[src/design/blpw_pkg.sv]
`default_nettype none

package blpw_pkg;

   // fixed widths of the channel fields
   localparam int PIX_BITS       = 10;
   localparam int ADDR_BITS      = 32;
   localparam int COLOR_BITS     = 24;
   localparam int CSR_INDEX_BITS = 8;
   localparam int CSR_DATA_BITS  = 32;
   localparam int BYTE_SHIFT     = 2;   // four bytes per pixel word

   // opcodes
   localparam logic OP_START = 1'b0;
   localparam logic OP_STEP  = 1'b1;

   // register indexes
   localparam logic [CSR_INDEX_BITS-1:0] CSR_FRAME_BASE = 8'd0;
   localparam logic [CSR_INDEX_BITS-1:0] CSR_DRAW_COLOR = 8'd1;

   // one pixel write
   typedef struct packed {
      logic [ADDR_BITS-1:0]  pixel_address;
      logic [COLOR_BITS-1:0] pixel_data;
      logic [PIX_BITS-1:0]   pixel_x;
      logic [PIX_BITS-1:0]   pixel_y;
      logic                  last_pixel;
   } pixel_type;

endpackage

`default_nettype wire

[src/design/blpw_if.sv]
`default_nettype none

// command channel
interface blpw_req_if;
   import blpw_pkg::*;
   logic                valid;
   logic                ready;
   logic                opcode;
   logic [PIX_BITS-1:0] start_x;
   logic [PIX_BITS-1:0] start_y;
   logic [PIX_BITS-1:0] finish_x;
   logic [PIX_BITS-1:0] finish_y;
   modport source (output valid, opcode, start_x, start_y, finish_x, finish_y, input ready);
   modport sink   (input valid, opcode, start_x, start_y, finish_x, finish_y, output ready);
endinterface

// pixel write channel
interface blpw_rsp_if;
   import blpw_pkg::*;
   logic                  valid;
   logic                  ready;
   logic [ADDR_BITS-1:0]  pixel_address;
   logic [COLOR_BITS-1:0] pixel_data;
   logic [PIX_BITS-1:0]   pixel_x;
   logic [PIX_BITS-1:0]   pixel_y;
   logic                  last_pixel;
   modport source (output valid, pixel_address, pixel_data, pixel_x, pixel_y, last_pixel,
                   input ready);
   modport sink   (input valid, pixel_address, pixel_data, pixel_x, pixel_y, last_pixel,
                   output ready);
endinterface

// register write channel
interface blpw_csr_if;
   import blpw_pkg::*;
   logic                      valid;
   logic                      ready;
   logic [CSR_INDEX_BITS-1:0] index;
   logic [CSR_DATA_BITS-1:0]  data;
   modport source (output valid, index, data, input ready);
   modport sink   (input valid, index, data, output ready);
endinterface

`default_nettype wire

[src/design/blpw_skid.sv]
`default_nettype none

module blpw_skid (
   input  wire logic                 clock,
   input  wire logic                 reset,
   input  wire logic                 in_valid,
   output logic                      in_ready,
   input  wire blpw_pkg::pixel_type  in_data,
   output logic                      out_valid,
   input  wire logic                 out_ready,
   output blpw_pkg::pixel_type       out_data
);
   import blpw_pkg::*;

   logic      out_valid_ff, out_valid_in;
   logic      skid_valid_ff, skid_valid_in;
   pixel_type out_data_ff, out_data_in;
   pixel_type skid_data_ff, skid_data_in;

   // upstream stalls only when the spare slot is taken
   assign in_ready  = !skid_valid_ff;
   assign out_valid = out_valid_ff;
   assign out_data  = out_data_ff;

   // slot routing
   always_comb begin
      out_valid_in  = out_valid_ff;
      out_data_in   = out_data_ff;
      skid_valid_in = skid_valid_ff;
      skid_data_in  = skid_data_ff;
      if (skid_valid_ff) begin
         if (out_ready) begin
            out_valid_in  = 1'b1;
            out_data_in   = skid_data_ff;
            skid_valid_in = 1'b0;
         end
      end else if (!out_valid_ff || out_ready) begin
         out_valid_in = in_valid;
         out_data_in  = in_data;
      end else if (in_valid) begin
         skid_valid_in = 1'b1;
         skid_data_in  = in_data;
      end
   end

   always_ff @(posedge clock) begin
      if (reset) begin
         out_valid_ff  <= 1'b0;
         skid_valid_ff <= 1'b0;
      end else begin
         out_valid_ff  <= out_valid_in;
         skid_valid_ff <= skid_valid_in;
      end
      out_data_ff  <= out_data_in;
      skid_data_ff <= skid_data_in;
   end

endmodule

`default_nettype wire

[src/design/bresenham_line_pixel_writer.sv]
`default_nettype none
// Bresenham line engine, all octants, one pixel write per start and per step of an active line.
// A transfer's pixel write is registered in the output register, or in the spare slot when the output stalls.
// Throughput: one command per cycle while the spare output slot is free; the step logic and address
// multiply by the constant pitch sit in a single stage, and a two-slot output stage absorbs stalls.
// Reset clears the line state, both registers and all valid flags; the engine is idle.

module bresenham_line_pixel_writer #(
   parameter int LINE_PITCH = 800,
   parameter int COORD_BITS = 10
) (
   input  wire logic clock,
   input  wire logic reset,
   blpw_req_if.sink   req_bus,
   blpw_rsp_if.source rsp_bus,
   blpw_csr_if.sink   csr_bus
);
   import blpw_pkg::*;

   localparam int ERR_BITS   = COORD_BITS + 2;
   localparam int EW         = ERR_BITS + 2;
   localparam int WIDE       = (COORD_BITS > PIX_BITS) ? COORD_BITS : PIX_BITS;
   localparam int PITCH_BITS = $clog2(LINE_PITCH + 1);
   localparam int ROW_BITS   = COORD_BITS + PITCH_BITS;

   // configuration registers
   logic [ADDR_BITS-1:0]  frame_base_ff;
   logic [COLOR_BITS-1:0] draw_color_ff;

   // line state
   logic [COORD_BITS-1:0]      pos_x_ff, pos_y_ff, goal_x_ff, goal_y_ff;
   logic [COORD_BITS-1:0]      span_x_ff, span_y_ff;
   logic signed [ERR_BITS-1:0] error_term_ff;
   logic                       dir_x_neg_ff, dir_y_neg_ff, line_active_ff;

   logic [COORD_BITS-1:0]      pos_x_in, pos_y_in, goal_x_in, goal_y_in;
   logic [COORD_BITS-1:0]      span_x_in, span_y_in;
   logic signed [ERR_BITS-1:0] error_term_in;
   logic                       dir_x_neg_in, dir_y_neg_in, line_active_in;

   logic                  accept, is_start, last;
   logic                  res_valid, res_ready;
   pixel_type             res_data, out_data;
   logic [WIDE-1:0]       wide_sx, wide_sy, wide_gx, wide_gy, wide_px, wide_py;
   logic [COORD_BITS-1:0] sx, sy, gx, gy;
   logic signed [EW-1:0]  e2, ext_sx, ext_sy, err_sum;
   logic                  move_x, move_y;
   logic [ROW_BITS-1:0]   row_off;
   logic [ADDR_BITS-1:0]  pix_off;

   // register writes
   assign csr_bus.ready = 1'b1;

   always_ff @(posedge clock) begin
      if (reset) begin
         frame_base_ff <= '0;
         draw_color_ff <= '0;
      end else if (csr_bus.valid) begin
         if (csr_bus.index == CSR_FRAME_BASE) begin
            frame_base_ff <= csr_bus.data;
         end else if (csr_bus.index == CSR_DRAW_COLOR) begin
            draw_color_ff <= csr_bus.data[COLOR_BITS-1:0];
         end
      end
   end

   // command transfer
   assign accept   = req_bus.valid && req_bus.ready;
   assign is_start = (req_bus.opcode == OP_START);

   // endpoints taken modulo the coordinate range
   assign wide_sx = WIDE'(req_bus.start_x);
   assign wide_sy = WIDE'(req_bus.start_y);
   assign wide_gx = WIDE'(req_bus.finish_x);
   assign wide_gy = WIDE'(req_bus.finish_y);
   assign sx = wide_sx[COORD_BITS-1:0];
   assign sy = wide_sy[COORD_BITS-1:0];
   assign gx = wide_gx[COORD_BITS-1:0];
   assign gy = wide_gy[COORD_BITS-1:0];

   // one bresenham iteration on the held state
   assign e2     = EW'(error_term_ff) <<< 1;
   assign ext_sx = $signed(EW'(span_x_ff));
   assign ext_sy = $signed(EW'(span_y_ff));
   assign move_x = e2 > -ext_sy;
   assign move_y = e2 < ext_sx;
   assign err_sum = EW'(error_term_ff) - (move_x ? ext_sy : '0) + (move_y ? ext_sx : '0);

   // next state
   always_comb begin
      pos_x_in       = pos_x_ff;
      pos_y_in       = pos_y_ff;
      goal_x_in      = goal_x_ff;
      goal_y_in      = goal_y_ff;
      span_x_in      = span_x_ff;
      span_y_in      = span_y_ff;
      error_term_in  = error_term_ff;
      dir_x_neg_in   = dir_x_neg_ff;
      dir_y_neg_in   = dir_y_neg_ff;
      if (is_start) begin
         pos_x_in      = sx;
         pos_y_in      = sy;
         goal_x_in     = gx;
         goal_y_in     = gy;
         dir_x_neg_in  = !(sx < gx);
         dir_y_neg_in  = !(sy < gy);
         span_x_in     = (sx < gx) ? gx - sx : sx - gx;
         span_y_in     = (sy < gy) ? gy - sy : sy - gy;
         error_term_in = ERR_BITS'($signed(EW'(span_x_in)) - $signed(EW'(span_y_in)));
      end else begin
         if (move_x) begin
            pos_x_in = dir_x_neg_ff ? pos_x_ff - 1'b1 : pos_x_ff + 1'b1;
         end
         if (move_y) begin
            pos_y_in = dir_y_neg_ff ? pos_y_ff - 1'b1 : pos_y_ff + 1'b1;
         end
         error_term_in = ERR_BITS'(err_sum);
      end
      last           = (pos_x_in == goal_x_in) && (pos_y_in == goal_y_in);
      line_active_in = !last;
   end

   assign res_valid = accept && (is_start || line_active_ff);

   always_ff @(posedge clock) begin
      if (reset) begin
         pos_x_ff       <= '0;
         pos_y_ff       <= '0;
         goal_x_ff      <= '0;
         goal_y_ff      <= '0;
         span_x_ff      <= '0;
         span_y_ff      <= '0;
         error_term_ff  <= '0;
         dir_x_neg_ff   <= 1'b0;
         dir_y_neg_ff   <= 1'b0;
         line_active_ff <= 1'b0;
      end else if (res_valid) begin
         pos_x_ff       <= pos_x_in;
         pos_y_ff       <= pos_y_in;
         goal_x_ff      <= goal_x_in;
         goal_y_ff      <= goal_y_in;
         span_x_ff      <= span_x_in;
         span_y_ff      <= span_y_in;
         error_term_ff  <= error_term_in;
         dir_x_neg_ff   <= dir_x_neg_in;
         dir_y_neg_ff   <= dir_y_neg_in;
         line_active_ff <= line_active_in;
      end
   end

   // pixel address: base plus four times the linear offset
   assign row_off = ROW_BITS'(pos_y_in) * ROW_BITS'(LINE_PITCH);
   assign pix_off = ADDR_BITS'(row_off) + ADDR_BITS'(pos_x_in);
   assign wide_px = WIDE'(pos_x_in);
   assign wide_py = WIDE'(pos_y_in);

   always_comb begin
      res_data.pixel_address = frame_base_ff + (pix_off << BYTE_SHIFT);
      res_data.pixel_data    = draw_color_ff;
      res_data.pixel_x       = wide_px[PIX_BITS-1:0];
      res_data.pixel_y       = wide_py[PIX_BITS-1:0];
      res_data.last_pixel    = last;
   end

   // output register with spare slot
   blpw_skid u_skid (
      .clock     (clock),
      .reset     (reset),
      .in_valid  (res_valid),
      .in_ready  (res_ready),
      .in_data   (res_data),
      .out_valid (rsp_bus.valid),
      .out_ready (rsp_bus.ready),
      .out_data  (out_data)
   );

   assign req_bus.ready         = res_ready;
   assign rsp_bus.pixel_address = out_data.pixel_address;
   assign rsp_bus.pixel_data    = out_data.pixel_data;
   assign rsp_bus.pixel_x       = out_data.pixel_x;
   assign rsp_bus.pixel_y       = out_data.pixel_y;
   assign rsp_bus.last_pixel    = out_data.last_pixel;

endmodule

`default_nettype wire

[src/flat_wrapper.sv]
// flat-port wrapper written by rule: the top's interface ports become plain ports
module bresenham_line_pixel_writer_flat import blpw_pkg::*;
#(
   parameter int LINE_PITCH = 800,
   parameter int COORD_BITS = 10
)
  (clock, reset, req_bus_valid, req_bus_opcode, req_bus_start_x, req_bus_start_y, req_bus_finish_x, req_bus_finish_y, req_bus_ready, rsp_bus_valid, rsp_bus_pixel_address, rsp_bus_pixel_data, rsp_bus_pixel_x, rsp_bus_pixel_y, rsp_bus_last_pixel, rsp_bus_ready, csr_bus_valid, csr_bus_index, csr_bus_data, csr_bus_ready);
  blpw_req_if req_bus_i ();
  blpw_rsp_if rsp_bus_i ();
  blpw_csr_if csr_bus_i ();
  input  wire logic clock;
  input  wire logic reset;
  input wire logic [$bits(req_bus_i.valid)-1:0] req_bus_valid;
  input wire logic [$bits(req_bus_i.opcode)-1:0] req_bus_opcode;
  input wire logic [$bits(req_bus_i.start_x)-1:0] req_bus_start_x;
  input wire logic [$bits(req_bus_i.start_y)-1:0] req_bus_start_y;
  input wire logic [$bits(req_bus_i.finish_x)-1:0] req_bus_finish_x;
  input wire logic [$bits(req_bus_i.finish_y)-1:0] req_bus_finish_y;
  output wire logic [$bits(req_bus_i.ready)-1:0] req_bus_ready;
  output wire logic [$bits(rsp_bus_i.valid)-1:0] rsp_bus_valid;
  output wire logic [$bits(rsp_bus_i.pixel_address)-1:0] rsp_bus_pixel_address;
  output wire logic [$bits(rsp_bus_i.pixel_data)-1:0] rsp_bus_pixel_data;
  output wire logic [$bits(rsp_bus_i.pixel_x)-1:0] rsp_bus_pixel_x;
  output wire logic [$bits(rsp_bus_i.pixel_y)-1:0] rsp_bus_pixel_y;
  output wire logic [$bits(rsp_bus_i.last_pixel)-1:0] rsp_bus_last_pixel;
  input wire logic [$bits(rsp_bus_i.ready)-1:0] rsp_bus_ready;
  input wire logic [$bits(csr_bus_i.valid)-1:0] csr_bus_valid;
  input wire logic [$bits(csr_bus_i.index)-1:0] csr_bus_index;
  input wire logic [$bits(csr_bus_i.data)-1:0] csr_bus_data;
  output wire logic [$bits(csr_bus_i.ready)-1:0] csr_bus_ready;
  assign req_bus_i.valid = req_bus_valid;
  assign req_bus_i.opcode = req_bus_opcode;
  assign req_bus_i.start_x = req_bus_start_x;
  assign req_bus_i.start_y = req_bus_start_y;
  assign req_bus_i.finish_x = req_bus_finish_x;
  assign req_bus_i.finish_y = req_bus_finish_y;
  assign req_bus_ready = req_bus_i.ready;
  assign rsp_bus_valid = rsp_bus_i.valid;
  assign rsp_bus_pixel_address = rsp_bus_i.pixel_address;
  assign rsp_bus_pixel_data = rsp_bus_i.pixel_data;
  assign rsp_bus_pixel_x = rsp_bus_i.pixel_x;
  assign rsp_bus_pixel_y = rsp_bus_i.pixel_y;
  assign rsp_bus_last_pixel = rsp_bus_i.last_pixel;
  assign rsp_bus_i.ready = rsp_bus_ready;
  assign csr_bus_i.valid = csr_bus_valid;
  assign csr_bus_i.index = csr_bus_index;
  assign csr_bus_i.data = csr_bus_data;
  assign csr_bus_ready = csr_bus_i.ready;
  bresenham_line_pixel_writer #(.LINE_PITCH(LINE_PITCH), .COORD_BITS(COORD_BITS)) u_core (.clock(clock), .reset(reset), .req_bus(req_bus_i), .rsp_bus(rsp_bus_i), .csr_bus(csr_bus_i));
endmodule
[config.mk]
export PLATFORM = sky130hd
export DESIGN_NAME = bresenham_line_pixel_writer_flat
export DESIGN_NICKNAME = d
export VERILOG_FILES = /design/src/design/blpw_pkg.sv /design/src/design/blpw_if.sv /design/src/design/blpw_skid.sv /design/src/design/bresenham_line_pixel_writer.sv /design/src/flat_wrapper.sv
export SDC_FILE = /design/constraint.sdc
export NUM_CORES = 1
export LEC_CHECK = 0
export ABC_AREA = 1
export BUFFER_PORTS_ARGS = -buffer_cell sky130_fd_sc_hd__buf_2
export CAP_MARGIN = 30
export CORE_UTILIZATION = 55
export DETAILED_ROUTE_END_ITERATION = 8
export GPL_TIMING_DRIVEN = 0
export PLACE_DENSITY = 0.78
export SLEW_MARGIN = 20
export SYNTH_ARGS = -nofsm -noshare
export SYNTH_HDL_FRONTEND = slang
export SYNTH_SLANG_ARGS = --single-unit
[constraint.sdc]
create_clock -name clock -period 7.27 [get_ports clock]
set_input_delay 1.0905 -clock clock [delete_from_list [all_inputs] [get_ports clock]]
set_output_delay 1.0905 -clock clock [all_outputs]
set_load 0.01 [all_outputs]
==> flow_metrics.env, run 1 <==
export IMPL_status="finished, final reports clean"
export IMPL_vias_per_cell=5.47
export IMPL_layout_setup_ws_ps=394
export IMPL_dp_hpwl_microns=40100
export IMPL_syn_avg_cell_area_sq_um=7.96
export IMPL_synth_area_sq_um=18100
export IMPL_wl_per_cell_microns=17.2
export IMPL_placedCellCount=2888
export IMPL_syn_nets=2548
export IMPL_pwr_density_cell_nw_per_um2=308
export IMPL_synth_seq_cells=287
export IMPL_critPathArrivalTime_ps=7190
export IMPL_firstDrtPassIters=6
export IMPL_setup_worst_path_class="flip-flop to flip-flop"
export IMPL_drt_iter0_drc=1269
export IMPL_drtAntennaViolNets=0
export IMPL_post_dp_cell_area_sq_um=19700
export IMPL_peakVddDrop_mv=0.169
export IMPL_setup_violations=0
export IMPL_grt_pass1_vias=15400
export IMPL_fin_nets=2755
export IMPL_cts_root_buffer="clkbuf_16"
export IMPL_worstSkewPairLatency_ps=570
export IMPL_drive_gt1_frac=0.129
export IMPL_grt_first_pass_wirelength_microns=79400
export IMPL_finalNonFillerCells=2951
export IMPL_period_share=0.946
export IMPL_area_delta_synth_final_pct=15.6
export IMPL_crit_required_ps=7580
export IMPL_crit_path_start_kind="flip-flop"
export IMPL_slowest_stage="fa_1"
export IMPL_hold_viol_final=0
export IMPL_drc_errors=0
export IMPL_grt_overflow_total=0
export IMPL_critPathMaxStageDelay_ps=460
export IMPL_critPathMaxFanout=8
export IMPL_start_util=0.559
export IMPL_post_route_util=0.646
export IMPL_drt_total_wl_microns=50700
export IMPL_clockBufferDepth=3
export IMPL_timing_fmax_mhz=145
export IMPL_dpl_worst_slack_ps=-349
export IMPL_synth_warnings=0
export IMPL_synthArstFlopShare=0
export IMPL_fillCellCount=2755
export IMPL_rows=66
export IMPL_fin_total_pwr_mw=6.45
export IMPL_ys_types=50
export IMPL_yosysSeqAreaShare=0.402
export IMPL_synth_cells=2277
export IMPL_synth_edf_count=154
export IMPL_die_area_sq_um=33700
export IMPL_tightest_slew_ps=1040
export IMPL_gp_congestion=0.941
export IMPL_synth_top_flop_cell="edfxtp_1"
export IMPL_cts_sinks=287
export IMPL_h_tree_depth=1
export IMPL_cts_tree="yes"
export IMPL_cp_end_kind="flip-flop"
export IMPL_layout_common_cells="nand2_1, inv_1, o21ai_0"
export IMPL_clk_pin_slew_ps=60
export IMPL_finClkSkew_ps=23.8
export IMPL_crit_top_cell="nand2_1"
export IMPL_period_needed_ps=6880
export IMPL_slew_headroom=0.308
export IMPL_hold_class="flip-flop to flip-flop"
export IMPL_grt_max_degree=30
export IMPL_stdcell_area_sq_um=21000
export IMPL_fp_dieH_microns=184
export IMPL_drv_cap=0
export IMPL_antenna_found_initial=1
export IMPL_track_usage=0.301
export IMPL_core_area_sq_um=32500
export IMPL_fp_dieW_microns=184
export IMPL_slew_viol_final=0
export IMPL_p_leak_nw=10.4
export IMPL_dr_total_vias=16200
export IMPL_hold_buffers=0
export IMPL_numCtsBuffers=30
export IMPL_io_pins=166
export IMPL_layout_commonest_cell="nand2_1"
export IMPL_place_port_buffers=163
==> cell families after synthesis <==
logic type,synth area share
simple gates,0.201
other cells,0.000207
compound gates,0.132
flops,0.402
mux,0.000552
buf+inv,0.0819
xor+xnor,0.0444
fa+ha+maj,0.138
==> sequential cells by signal, summed over array words and instances, names as in the netlist <==
signal and flops:
u_core.dir_x_neg_ff 1, u_core.dir_y_neg_ff 1, u_core.draw_color_ff 24, u_core.error_term_ff 12
u_core.frame_base_ff 32, u_core.goal_x_ff 10, u_core.goal_y_ff 10, u_core.line_active_ff 1
u_core.pos_x_ff 10, u_core.pos_y_ff 10, u_core.span_x_ff 10, u_core.span_y_ff 10
u_core.u_skid.out_data 77, u_core.u_skid.out_valid 1, u_core.u_skid.skid_data_ff 77, u_core.u_skid.skid_valid_ff 1
==> per-stage QoR <==
| step | TNS, ps | hold slack, ps |
|---|---|---|
| finish | 0 | 462 |
| CTS | 0 | 461 |
| detailed placement | -2140 | 442 |
| global route | -91.1 | 474 |
| floorplan | 0 | 431 |
| global placement | -208760 | 440 |
==> power breakdown <==
| part | internal, mW | leakage, nW | total (mW) | switching (mW) |
|---|---|---|---|---|
| clock network | 1.00 | 0.525 | 1.66 | 0.654 |
| registers | 1.94 | 2.71 | 2.01 | 0.0677 |
| logic | 1.00 | 7.12 | 2.79 | 1.78 |
==> synth_stat cells, types with 12 or more instances <==
master,instances,share of area
xnor2_1,22,0.011
o21ai_0,196,0.054
a31oi_1,13,0.0045
nand2_1,525,0.11
clkbuf_1,59,0.012
a21oi_1,170,0.047
ha_1,161,0.11
fa_1,24,0.026
o211ai_1,17,0.0070
nand3_1,70,0.019
nand2_2,16,0.0055
xor2_1,70,0.034
nor3_1,12,0.0033
or2_2,24,0.0083
inv_1,314,0.065
edfxtp_1,154,0.26
nor2_1,187,0.039
dfxtp_1,133,0.15
nand4_1,18,0.0062
==> final cells by class <==
class	instances	area, sq um	area share
antenna	1	2.50	0.000119
buffer	74	303	0.0144
clock buffer	40	850	0.0405
clock inverter	16	229	0.0109
inverter	316	1190	0.0566
multi-input combinational	1600	9530	0.455
sequential	287	7300	0.348
tap	442	553	0.0264
timing repair buffer	175	1020	0.0486
==> worst paths after layout <==
check / startpoint / to / slack (ps) / cells past startpoint
max: u_core.span_x_ff[4] / u_core.u_skid.out_data[74] / 390 / 38
min reg2reg: u_core.draw_color_ff[3] / u_core.u_skid.skid_data_ff[24] / 460 / 0
max reg2reg: u_core.span_x_ff[4] / u_core.u_skid.out_data[74] / 390 / 38
min: u_core.draw_color_ff[3] / u_core.u_skid.skid_data_ff[24] / 460 / 0
==> worst max-delay path, delay by kind of cell (launching register included) <==
kind	cells	cell delay (ps)
AO/OA/AOI/OAI	4	660
XOR/XNOR	3	540
adder cells (fa/ha/maj)	6	2090
buffers and inverters	4	270
flip-flops	1	370
AND/OR/NAND/NOR	21	2680
==> layer usage <==
metal / wire [microns] / global-route usage
met1: 20400 / 0.375
met2: 23900 / 0.521
met3: 4150 / 0.0444
met4: 2180 / 0.126
met5: 16 / 0
==> what timing repair did <==
item,4_1_cts,5_1_grt
pin swaps,1,10
setup endpoints to repair,10,20
resized for setup,4,40
buffers inserted,1,5
(Power assumes the default switching activity.)
==> run 2: changes to the inputs <==
--- a/config.mk
+++ b/config.mk
@@ -12,6 +12,7 @@
 export DETAILED_ROUTE_END_ITERATION = 8
 export GPL_TIMING_DRIVEN = 0
 export PLACE_DENSITY = 0.78
+export RECOVER_POWER = 50
 export SLEW_MARGIN = 20
 export SYNTH_ARGS = -nofsm -noshare
 export SYNTH_HDL_FRONTEND = slang
==> flow_metrics.env, run 2 (synthesis gave the netlist of run 1 again) <==
export IMPL_use_met3=0.0444
export IMPL_cp_end_kind="flip-flop"
export IMPL_drive_gt1_frac=0.0961
export IMPL_tightest_slew_ps=2220
export IMPL_period_needed_ps=6900
export IMPL_grt_busiest_layer="met2"
export IMPL_r2r_cells=38
export IMPL_cts_root_buffer="clkbuf_16"
export IMPL_slowest_stage="fa_1"
export IMPL_drtAntennaViolNets=0
export IMPL_fin_nets=2755
export IMPL_dpl_worst_slack_ps=-349
export IMPL_drc_errors=0
export IMPL_finClkSkew_ps=24.1
export IMPL_reg2reg_slack_ps=370
export IMPL_layout_setup_ws_ps=369
export IMPL_violations="max-capacitance violations, max-slew violations"
export IMPL_period_share=0.949
export IMPL_antenna_cells=0
export IMPL_worstSkewPairLatency_ps=570
export IMPL_wl_per_cell_microns=17.3
export IMPL_setup_violations=0
export IMPL_layout_common_cells="nand2_1, inv_1, o21ai_0"
export IMPL_clockBufferDepth=3
export IMPL_clk_pin_slew_ps=60
export IMPL_numCtsBuffers=30
export IMPL_cts_tree="yes"
export IMPL_p_leak_nw=10.0
export IMPL_crit_path_start="u_core.span_x_ff[4]"
export IMPL_antenna_found_initial=1
export IMPL_h_tree_depth=1
export IMPL_core_area_sq_um=32500
export IMPL_hold_class="flip-flop to flip-flop"
export IMPL_hold_viol_final=0
export IMPL_hold_end="u_core.u_skid.skid_data_ff[28]"
export IMPL_grt_pass1_vias=15400
export IMPL_drt_total_wl_microns=51100
export IMPL_dp_hpwl_microns=40100
export IMPL_grt_overflow_total=0
export IMPL_min_path_cells=0
export IMPL_grt_max_degree=30
export IMPL_met2_usage=0.521
export IMPL_finalSetupTns_ps=0
export IMPL_dr_total_vias=16200
export IMPL_hp_start="u_core.draw_color_ff[7]"
export IMPL_critPathArrivalTime_ps=7210
export IMPL_hold_buffers=0
export IMPL_slew_viol_final=16
export IMPL_layout_commonest_cell="nand2_1"
export IMPL_crit_path_start_kind="flip-flop"
export IMPL_slew_headroom=-0.498
export IMPL_critPathMaxFanout=8
export IMPL_fin_total_pwr_mw=6.43
export IMPL_post_dp_cell_area_sq_um=19700
export IMPL_crit_family="simple AND/OR/NAND/NOR gates"
export IMPL_track_usage=0.301
export IMPL_timing_fmax_mhz=145
export IMPL_grt_first_pass_wirelength_microns=79400
export IMPL_grt_use_met1=0.375
export IMPL_gp_congestion=0.941
export IMPL_cts_sinks=287
export IMPL_r2r_end="u_core.u_skid.out_data[74]"
export IMPL_firstDrtPassIters=7
export IMPL_fp_dieH_microns=184
export IMPL_die_area_sq_um=33700
export IMPL_stdcell_area_sq_um=20800
export IMPL_pwr_density_cell_nw_per_um2=310
export IMPL_post_route_util=0.640
export IMPL_r2r_start="u_core.span_x_ff[4]"
export IMPL_crit_required_ps=7580
export IMPL_start_util=0.559
export IMPL_cp_num_buf_inv=4
export IMPL_rows=66
export IMPL_drt_iter0_drc=1281
export IMPL_critPathMaxStageDelay_ps=460
export IMPL_fillCellCount=2806
export IMPL_area_delta_synth_final_pct=14.6
export IMPL_place_port_buffers=163
export IMPL_fp_dieW_microns=184
export IMPL_peakVddDrop_mv=0.169
export IMPL_crit_top_cell="nand2_1"
export IMPL_vias_per_cell=5.48
export IMPL_status="complete, but fails checks"
export IMPL_setup_worst_path_class="flip-flop to flip-flop"
export IMPL_io_pins=166
export IMPL_drv_cap=1
run 2: changes by cell type in the layout (fill, tap and decap cells not counted), sizes merged:
| cell | change |
|---|---|
| buf | -82 |
| diode | -1 |
| clkbuf | +82 |
run 2: power breakdown:
| part | leakage [nW] | switching, mW | total, mW | internal [mW] |
|---|---|---|---|---|
| combinational | 6.80 | 1.79 | 2.76 | 0.974 |
| sequential | 2.71 | 0.0695 | 2.01 | 1.94 |
| clock | 0.525 | 0.656 | 1.66 | 1.00 |
run 2: cell type report:
| cell class | count | area [sq um] | area share |
|---|---|---|---|
| well taps | 442 | 553 | 0.0266 |
| clock inverters | 16 | 229 | 0.0110 |
| inverters | 316 | 1190 | 0.0571 |
| clock buffers | 40 | 850 | 0.0409 |
| multi-input cells | 1600 | 9520 | 0.458 |
| flip-flops and latches | 287 | 7300 | 0.351 |
| repair buffers | 175 | 848 | 0.0408 |
| plain buffers | 74 | 303 | 0.0146 |
run 2: per-layer routing:
layer / up-vias / part of all wire
li1: 7901 / -
met1: 7479 / 0.41
met2: 651 / 0.47
met3: 128 / 0.077
met4: 2 / 0.042
met5: - / 0.00031
run 2: worst max-delay path by stage:
| stage | endpoint | cells past startpoint |
|---|---|---|
| 2_1_floorplan | u_core.u_skid.out_valid | 4 |
| 3_3_place_gp | u_core.u_skid.out_valid | 4 |
| 3_5_place_dp | u_core.u_skid.out_data[74] | 34 |
| 4_1_cts | u_core.u_skid.out_data[74] | 39 |
| 5_1_grt | u_core.u_skid.out_data[73] | 39 |
| 6_report | u_core.u_skid.out_data[74] | 38 |
run 2: repair_timing:
action / 4_1_cts / 5_1_grt
setup endpoints to repair: 10 / 20
setup buffers: 1 / 5
pin swaps: 1 / 10
resized for setup: 4 / 40
run 2: metrics by stage:
step                instances  hold slack, ps
floorplan                2277             431
global placement         2882             440
detailed placement       2888             442
CTS                      2945             461
global route             2950             474
finish                   2950             463
